File: src/rtl/lis_pkg.sv
// Shared constants and types for the longest increasing subsequence core.
package lis_pkg;

  localparam int MAX_LEN = 1024;
  localparam int VAL_W   = 32;
  localparam int LEN_W   = $clog2(MAX_LEN + 1);

  typedef logic signed [VAL_W-1:0] val_t;
  typedef logic [LEN_W-1:0]        len_t;

  // Element travelling down the cell row.
  typedef struct packed {
    val_t value;
    logic last;
    logic placed;
    len_t len;
  } item_t;

endpackage

File: src/rtl/lis_cell.sv
// One tail cell: compares the passing element with its tail and forwards it.
module lis_cell
  import lis_pkg::*;
(
  input  logic  clk,
  input  logic  rst,
  input  logic  adv,
  input  len_t  idx,
  input  logic  in_v,
  input  item_t in_item,
  output logic  out_v,
  output item_t out_item
);

  logic  tail_v;
  val_t  tail;
  logic  hit;
  logic  app;
  item_t item_next;

  assign hit = tail_v && !in_item.placed && (tail >= in_item.value);
  assign app = !tail_v && !in_item.placed;

  always_comb begin
    item_next        = in_item;
    item_next.placed = in_item.placed || hit || app;
    item_next.len    = (tail_v || app) ? idx : in_item.len;
  end

  always_ff @(posedge clk) begin
    if (rst) begin
      tail_v <= 1'b0;
      out_v  <= 1'b0;
    end else if (adv) begin
      out_v <= in_v;
      if (in_v) begin
        tail_v <= (tail_v || app) && !in_item.last;
      end
    end
  end

  always_ff @(posedge clk) begin
    if (adv) begin
      out_item <= item_next;
      if (in_v && (hit || app)) begin
        tail <= in_item.value;
      end
    end
  end

endmodule

File: config.mk
export PLATFORM = sky130hd
export DESIGN_NAME = lis_cell
export DESIGN_NICKNAME = d
export VERILOG_FILES = /design/src/rtl/lis_pkg.sv /design/src/rtl/lis_cell.sv
export SDC_FILE = /design/constraint.sdc
export NUM_CORES = 1
export LEC_CHECK = 0
export ABC_AREA = 1
export BUFFER_PORTS_ARGS = -buffer_cell sky130_fd_sc_hd__buf_2
export CAP_MARGIN = 20
export CORE_AREA = 2 2 81 83
export CTS_BUF_LIST = sky130_fd_sc_hd__clkbuf_8
export DETAILED_ROUTE_END_ITERATION = 16
export DIE_AREA = 0 0 83 85
export PLACE_DENSITY = 0.85
export REMOVE_ABC_BUFFERS = 1
export SLEW_MARGIN = 20
export SYNTH_ARGS = -nofsm -noshare
export SYNTH_HDL_FRONTEND = slang
export SYNTH_SLANG_ARGS = --single-unit
File: constraint.sdc
create_clock -name clk -period 4.5 [get_ports clk]
set_input_delay 0.9 -clock clk [delete_from_list [all_inputs] [get_ports clk]]
set_output_delay 0.9 -clock clk [all_outputs]
set_load 0.03 [all_outputs]
# After elaboration in Yosys (flattened, before gate mapping)
# Cells that the tools add are included.
# totals
elab_cells	23
in_bits	60
reg_bits	79
output_inout_bits	46
# op_classes
n_mux	1
magnitude_cmp	1
n_reduce_logical	14
# ops
cell	count
32-bit >= comparator	1
11-bit two-way mux	1
1-bit logical AND	5
1-bit logical OR	4
2-bit AND reduction	2
1-bit zero test	3

# Longest topological paths before layout
# Gate-level depths: netlist of run 1.
# depth
word_depth	6
depth_mapped	17
ltp_nobuf	17

# Worst setup path before layout of run 1
# No wires, ideal clock.
# synth_path
path_kind	input to register
startpoint	in in_item[44] (netlist bit)
endpoint	reg tail[0], enable pin
stages	12
path_buffers	0
t_required_ns	4.113
arrival_time_ns	2.610
slack_ns	1.503
setup_ns	0.387
cell_sequence	inv_1 > ha_1 > nand2_1 > nor2_1 > and2_1 > and3_1 > nand2_1 > nand2_1 > nand2_1 > nand3_1 > nand2_1 > inv_1
# synth_via
elab_chain_len	5
# synth_rtl
item	line	source
start: declaration	lis_cell.sv:10	input item_t in_item,
32-bit >= comparator	lis_cell.sv:21	assign hit = tail_v && !in_item.placed && (tail >= in_item.value);
1-bit logical AND	lis_cell.sv:21	
1-bit logical OR	lis_cell.sv:45	if (in_v && (hit || app)) begin
1-bit logical AND	lis_cell.sv:45	
2-bit AND reduction (no line)	--	
end signal: assignment	lis_cell.sv:46	tail <= in_item.value;
end: declaration	lis_cell.sv:16	val_t tail;
# No other way between the ends.
# A chain may end at the register's enable or synchronous reset.

# Worst setup path after layout of run 1
# layout_path
startpoint	in in_item[40] (netlist bit)
endpoint	reg tail[15], enable pin
# Same word-level chain as after synthesis.

==> results of run 1 <==
-- flip-flops by register name, indices dropped and copies added (netlist names) --
name / count
out_item: 45
tail: 32
out_v: 1
tail_v: 1
-- final cells by class --
class | instances | area, um2 | share of cell area
clock buffers | 9 | 124 | 0.0290
clock inverters | 7 | 111 | 0.0261
inverters | 43 | 161 | 0.0378
multi-input cells | 124 | 886 | 0.207
flip-flops and latches | 79 | 2350 | 0.551
well taps | 77 | 96.3 | 0.0226
repair buffers | 107 | 541 | 0.127
-- power by group --
part	leakage [nW]	internal (mW)	switching [mW]
Combinational	1.11	0.0723	0.139
Sequential	0.748	0.854	0.00970
Clock	0.117	0.364	0.245
Total	1.97	1.29	0.394
-- synthesized netlist by cell type (all sizes together) --
master / n
edfxtp: 77
a311oi: 1
and2: 1
dfxtp: 2
a21oi: 16
o21ai: 3
a21o: 2
inv: 43
mux2: 11
nand3: 3
ha: 32
nand4: 2
nor2: 12
and3: 1
buf: 1
o21a: 2
nand2: 38
-- metrics by stage --
| stage | util | power [mW] | hold slack (ns) | area, um2 |
|---|---|---|---|---|
| after floorplan | - | 1.01 | 0.467 | 3400 |
| after global placement | 0.651 | 1.08 | 0.442 | 4040 |
| after detailed placement | 0.651 | 1.09 | 0.451 | 4040 |
| after CTS | 0.688 | 1.71 | 0.462 | 4270 |
| after global routing | 0.688 | 1.75 | 0.514 | 4270 |
| final | 0.688 | 1.68 | 0.457 | 4270 |
-- cells in the final DEF, fill, tap and decap left out --
cell type / Yosys / routed
buf_2: 1 / 105
edfxtp_1: 77 / 77
inv_1: 43 / 43
nand2_1: 38 / 38
ha_1: 32 / 32
a21oi_1: 16 / 16
nor2_1: 12 / 12
mux2_2: 11 / 11
clkbuf_8: 0 / 9
nand3_1: 3 / 3
o21ai_0: 3 / 3
bufinv_16: 0 / 3
a21o_1: 2 / 2
o21a_1: 2 / 2
nand4_1: 2 / 2
clkinv_2: 0 / 2
dfxtp_1: 2 / 2
buf_4: 0 / 2
and2_1: 1 / 1
and3_1: 1 / 1
a311oi_1: 1 / 1
clkinv_1: 0 / 1
clkinvlp_4: 0 / 1
-- worst reg2reg max path: stages (launching register included) --
cell and delay [ns]:
edfxtp_1 0.38, ha_1 0.34, nand2_1 0.08, nor2_1 0.12
and2_1 0.15, and3_1 0.17, nand2_1 0.07, nand2_1 0.07
nand2_1 0.06, nand3_1 0.08, nand2_1 0.05, inv_1 0.48
buf_4 0.37
-- layer usage --
metal | vias to the layer above | wire length [um] | track usage
met5 | - | 0 | 0
met4 | 0 | 107 | 0.0805
met3 | 11 | 555 | 0.0691
met2 | 94 | 2890 | 0.295
met1 | 1010 | 2550 | 0.217
li1 | 1094 | - | -
-- cells by family after synthesis --
group	after synthesis	synth area share
fa+ha+maj	32	0.118
flops	79	0.691
mux	11	0.0364
buf+inv	44	0.0489
compound gates	24	0.0393
simple gates	57	0.0669
-- how the worst max path moves through the flow --
stage,from,to,cells past startpoint
CTS,in_item[44],tail[10]$_DFFE_PP_,14
finish,in_item[40],tail[15]$_DFFE_PP_,13
floorplan,in_item[44],tail[0]$_DFFE_PP_,12
global placement,in_item[44],tail[14]$_DFFE_PP_,14
detailed placement,in_item[44],tail[13]$_DFFE_PP_,14
global route,in_item[40],tail[27]$_DFFE_PP_,13
==> metrics.md, run 1 <==
| Metric | Value |
|---|---|
| Number of synthesis warnings | `0` |
| Max-cap check violation count | `0` |
| Period utilization | `0.673` |
| Fin nets | `456` |
| Setup bufs post-CTS | `0` |
| CTS sink count | `79` |
| Pleak | `1.97 nW` |
| Final setup viols | `0` |
| Sequential-to-total area share from yosys stat | `0.691` |
| RSZ-0062 raised after global routing | `false` |
| Most used cell, CP | `nand2_1` |
| Slew margin rel. | `0.566` |
| Worst skew pair latency | `approximately 0.34 ns` |
| Cell Chain, Critical Path | `buf_2 > inv_1 > ha_1 > a21oi_1 > o21ai_0 > nand2_1 > nand2_1 > a21oi_1 > nand3_1 > nand3_1 > nand2_1 > inv_1 > buf_4` |
| Hold Fails Final Rpt | `0` |
| Routability congestion estimate | `0.821` |
| Post-route insts no fill | `446` |
| Ratio of cells with drive above 1 in the final layout | `0.360` |
| Die Ht | `85 um` |
| Row cnt | `29` |
| Detailed Route Iter0 Violations | `70` |
| Max H-tree Level | `3` |
| Initial core utilization | `0.549` |
| Peak supply drop | `241 uV` |
| Critical Path RT | `between 4 and 5 ns` |
| Worst-margin pin slew | `approximately 0.65 ns` |
| Die area | `approximately 7000 um2` |
| Fmax | `around 330 MHz` |
| Setup ws final | `1.47 ns` |
| Synth top area share | `0.679` |
| CP Capture Type | `flip-flop` |
| Largest incremental delay on the critical path | `0.48 ns` |
| Total GRT Usage | `0.181` |
| # port buffers | `around 110` |
| Cells on worst reg2reg path | `12` |
| CTS root buf | `clkbuf_8` |
| Largest fanout on the critical path | `17` |
| CP delay by family, top | `buffers and inverters` |
| Worst hold path depth | `2` |
| Vias in the first global route | `roughly 2300` |
| Chip width | `a little over 80 um` |
| HP Start | `out_v$_SDFFE_PP0P_` |
| CP max stage cell | `inv_1` |
| Reg clk slew, reported paths | `0.08 ns` |
| Num CTS Buffers | `9` |
| TNS Setup | `0 ns` |
| Post-DRT Antenna Nets | `0` |
| Crit path buf inv count | `4` |
| Tmin final | `3.03 ns` |
| Initial antenna violation count | `0` |
| R2r startpoint | `tail[31]$_DFFE_PP_` |
| Core Box Area | `around 6200 um2` |
| Worst Skew | `approximately 0.004 ns` |
| Synth area leader | `edfxtp_1` |
| Yosys reg bits | `slightly below 80` |
| Resized cells post-CTS | `0` |
| DR DRC count | `0` |
| CP Data Arrival Time | `around 3 ns` |
| IO Count | `approximately 110` |
| Overflow after GRT | `0` |
| CP startpoint kind | `input port` |
| CTS tree | `done` |
| Total wire length | `approximately 6100 um` |
| Slew Limit Fails | `0` |
| Power per Cell Area | `394 nW/um2` |
| R2R Setup Slk | `roughly 1.8 ns` |
| Synth top area cells | `edfxtp_1 68%, ha_1 12%, inv_1 4.7%` |
| Largest net degree at the start of global routing | `between 40 and 50` |
| Hold Crit Endpoint | `out_v$_SDFFE_PP0P_` |
| First-pass detailed-route iteration total | `4` |
| DP Wirelength | `between 4000 and 5000 um` |
| Dpl ws | `between 1 and 1.5 ns` |
| DR vias | `2209` |
| Worst setup path class | `input port to flip-flop` |
| Mapped Avg Cell Area | `between 10 and 15 um2` |
| Synth Cell Area | `3400 um2` |
| Post-Syn Instances | `about 250` |
| Fillcell total | `438` |
| Diode count | `0` |
| RR Endpoint | `tail[15]$_DFFE_PP_` |
| CTS Hold Bufs | `0` |
| Yosys cell types | `17` |
| Area delta synth->final | `25.5%` |
| First-pass GRT wire length | `between 9000 and 10000 um` |
| Run status | `finished clean` |
| WL/cell | `roughly 14 um` |
| DR vias/cell | `about 5.0` |
| Worst hold path type | `flip-flop to flip-flop` |
| Max Root-Sink Buffers | `2` |
| Placed instance count | `430` |
No activity file was read; power rests on OpenSTA's default activity.
==> inputs of run 2 (changes only) <==
ABC_AREA = 0   (was 1)
CORE_AREA = 2 2 84 86   (was 2 2 81 83)
DIE_AREA = 0 0 86 88   (was 0 0 83 85)
PLACE_DENSITY = 0.8   (was 0.85)
clock period = 3.1 ns   (was 4.5 ns; I/O delays follow)
==> metrics.md, run 2 <==
| Metric | Value |
|---|---|
| Run status | `finished clean` |
| CTS root buf | `clkbuf_8` |
| CP startpoint kind | `input port` |
| Max H-tree Level | `3` |
| Worst setup path class | `input port to flip-flop` |
| Mapped Avg Cell Area | `between 15 and 20 um2` |
| First-pass detailed-route iteration total | `4` |
| Most frequent cells in the layout | `105 x buf_2, 77 x edfxtp_1, 34 x inv_1, 32 x ha_1, 14 x a21oi_1` |
| Chip width | `between 80 and 90 um` |
| Worst Skew | `between 0.006 and 0.007 ns` |
| DR vias/cell | `approximately 5.0` |
| Fin nets | `432` |
| Vias in the first global route | `roughly 2100` |
| Synth Cell Area | `3400 um2` |
| CP Data Arrival Time | `roughly 2.7 ns` |
| CTS Hold Bufs | `0` |
| Worst skew pair latency | `0.34 ns` |
| CTS tree | `done` |
| Setup bufs post-CTS | `0` |
| Die Ht | `about 88 um` |
| Initial antenna violation count | `0` |
| Routability congestion estimate | `0.773` |
| CP Capture Type | `flip-flop` |
| Most common cell after layout, fill and taps aside | `buf_2` |
| Power per Cell Area | `between 500 and 600 nW/um2` |
| Overflow after GRT | `0` |
| DR vias | `around 2100` |
| Die area | `around 7600 um2` |
| Resized cells post-CTS | `0` |
| Tmin final | `2.63 ns` |
| Worst-margin pin slew | `0.574 ns` |
| Async SR Flop Fraction | `0` |
| IO Count | `around 110` |
| Synth area leader | `edfxtp_1` |
| Most common library cells after synthesis | `77 x edfxtp_1, 33 x inv_1, 32 x ha_1, 14 x a21oi_1, 11 x mux2_2` |
| Yosys cell types | `27` |
| Total GRT Usage | `0.160` |
| Placed instance count | `slightly above 400` |
| Max-cap check violation count | `0` |
| Hold Fails Final Rpt | `0` |
| Area delta synth->final | `26.6%` |
| # port buffers | `105` |
| RSZ-0062 raised after global routing | `false` |
| Slew margin rel. | `0.617` |
| CTS sink count | `about 80` |
| Int Pwr | `between 1.5 and 2 mW` |
| Switching power of the nets | `between 0.5 and 0.6 mW` |
| Dpl ws | `0.100 ns` |
| Post-Syn Instances | `220` |
| WL/cell | `between 10 and 15 um` |
| Total wire length | `between 5000 and 6000 um` |
| Yosys reg bits | `approximately 80` |
| Detailed Route Iter0 Violations | `49` |
| Register area | `between 2000 and 2500 um2` |
| Synth top area share | `0.681` |
| Num CTS Buffers | `9` |
| Worst hold path type | `input port to flip-flop` |
| DR DRC count | `0` |
| Post-DRT Antenna Nets | `0` |
| Fillcell total | `about 480` |
| Initial core utilization | `0.511` |
| Slew Limit Fails | `0` |
| Logic pwr share | `0.128` |
| Sequential-to-total area share from yosys stat | `0.693` |
| Post-route insts no fill | `between 400 and 500` |
| Worst hold slack | `between 0.4 and 0.5 ns` |
| Largest net degree at the start of global routing | `48` |
| Setup ws final | `~0.47 ns` |
| Final setup viols | `0` |
| Peak supply drop | `roughly 420 uV` |
| Post-synth EDFFs | `between 70 and 80` |
| Fmax | `between 300 and 400 MHz` |
| Clk pwr share | `0.353` |
| Predominant post-synthesis flop cell | `edfxtp_1` |
| Count leader, synth | `edfxtp_1` |
| Diode count | `0` |
| DP Area | `4070 um2` |
| Number of flip-flops under the largest register name | `45` |
| Number of synthesis warnings | `0` |
| Core Box Area | `6640 um2` |
| Largest registers | `out_item (45), tail (32)` |
| Critical Path RT | `about 3.2 ns` |
| Register share of total power | `0.519` |
| First-pass GRT wire length | `approximately 9000 um` |
| Cell area after layout | `around 4300 um2` |
| Reg clk slew, reported paths | `~0.07 ns` |
| Synth top area cells | `edfxtp_1 68%, ha_1 12%, inv_1 3.6%` |
| DP Wirelength | `about 4400 um` |
| Ratio of cells with drive above 1 in the final layout | `0.401` |
| Biggest register | `out_item` |
| Multi-input gate area | `between 900 and 1000 um2` |
| Max Root-Sink Buffers | `2` |
| Sw frac | `0.226` |
| Row cnt | `30` |
| Largest fanout on the critical path | `11` |
| Period utilization | `0.849` |
| Pleak | `1.87 nW` |
## run 2: changes by cell type after synthesis, moves of 3 or more
cell     change
nand2_1     -30
inv_1       -10
nand4_1      +6
nor2_1       -6
nor3_1       +3
## run 2: cell type report
cell class / instances / area share
clock buffers: 9 / 0.0288
inverters: 33 / 0.0288
well taps: 80 / 0.0233
flip-flops and latches: 79 / 0.547
repair buffers: 110 / 0.134
clock inverters: 6 / 0.0236
multi-input cells: 107 / 0.214
## run 2: final timing paths
| check | startpoint | endpoint | slack (ns) | cells past startpoint |
|---|---|---|---|---|
| setup / recovery | in_item[27] | tail[17]$_DFFE_PP_ | 0.47 | 10 |
| hold reg to reg | out_v$_SDFFE_PP0P_ | out_v$_SDFFE_PP0P_ | 0.47 | 2 |
| hold / removal | rst | out_v$_SDFFE_PP0P_ | 0.45 | 2 |
| setup reg to reg | tail[14]$_DFFE_PP_ | tail[17]$_DFFE_PP_ | 0.50 | 8 |
## run 2: cell families after synthesis
family	synth area share
DFF	0.693
buffers and inverters	0.0376
and+or+nand+nor	0.0575
muxes	0.0394
adders and majority gates	0.118
AOI/OAI and AO/OA	0.0549
## run 2: worst max-delay path, cell delays in order
cell	delay, ns
buf_2	0.10
inv_1	0.04
ha_1	0.32
nand4_1	0.14
nor2_1	0.09
a221o_1	0.33
or3_4	0.41
a2111oi_4	0.36
nor3b_2	0.12
buf_4	0.20
## run 2: routing by layer
| metal | GRT usage | part of all wire |
|---|---|---|
| met3 | 0.0688 | 0.073 |
| met4 | 0.0433 | 0.0073 |
| met1 | 0.196 | 0.42 |
| met2 | 0.264 | 0.50 |
| met5 | 0 | 0 |
## run 2: power groups by stage
| stage | sequential, mW | clock [mW] | combinational [mW] |
|---|---|---|---|
| after floorplan | 1.38 | 0 | 0.0888 |
| after global placement | 1.28 | 0 | 0.306 |
| after detailed placement | 1.28 | 0 | 0.313 |
| after CTS | 1.25 | 0.878 | 0.313 |
| after global routing | 1.26 | 0.916 | 0.338 |
| final | 1.25 | 0.854 | 0.309 |
## run 2: through the flow
| step | TNS, ns | util | power (mW) |
|---|---|---|---|
| detailed placement | 0 | 0.613 | 1.59 |
| floorplan | -55.18 | - | 1.47 |
| finish | 0 | 0.647 | 2.42 |
| CTS | 0 | 0.647 | 2.45 |
| global route | 0 | 0.647 | 2.51 |
| global placement | 0 | 0.613 | 1.58 |
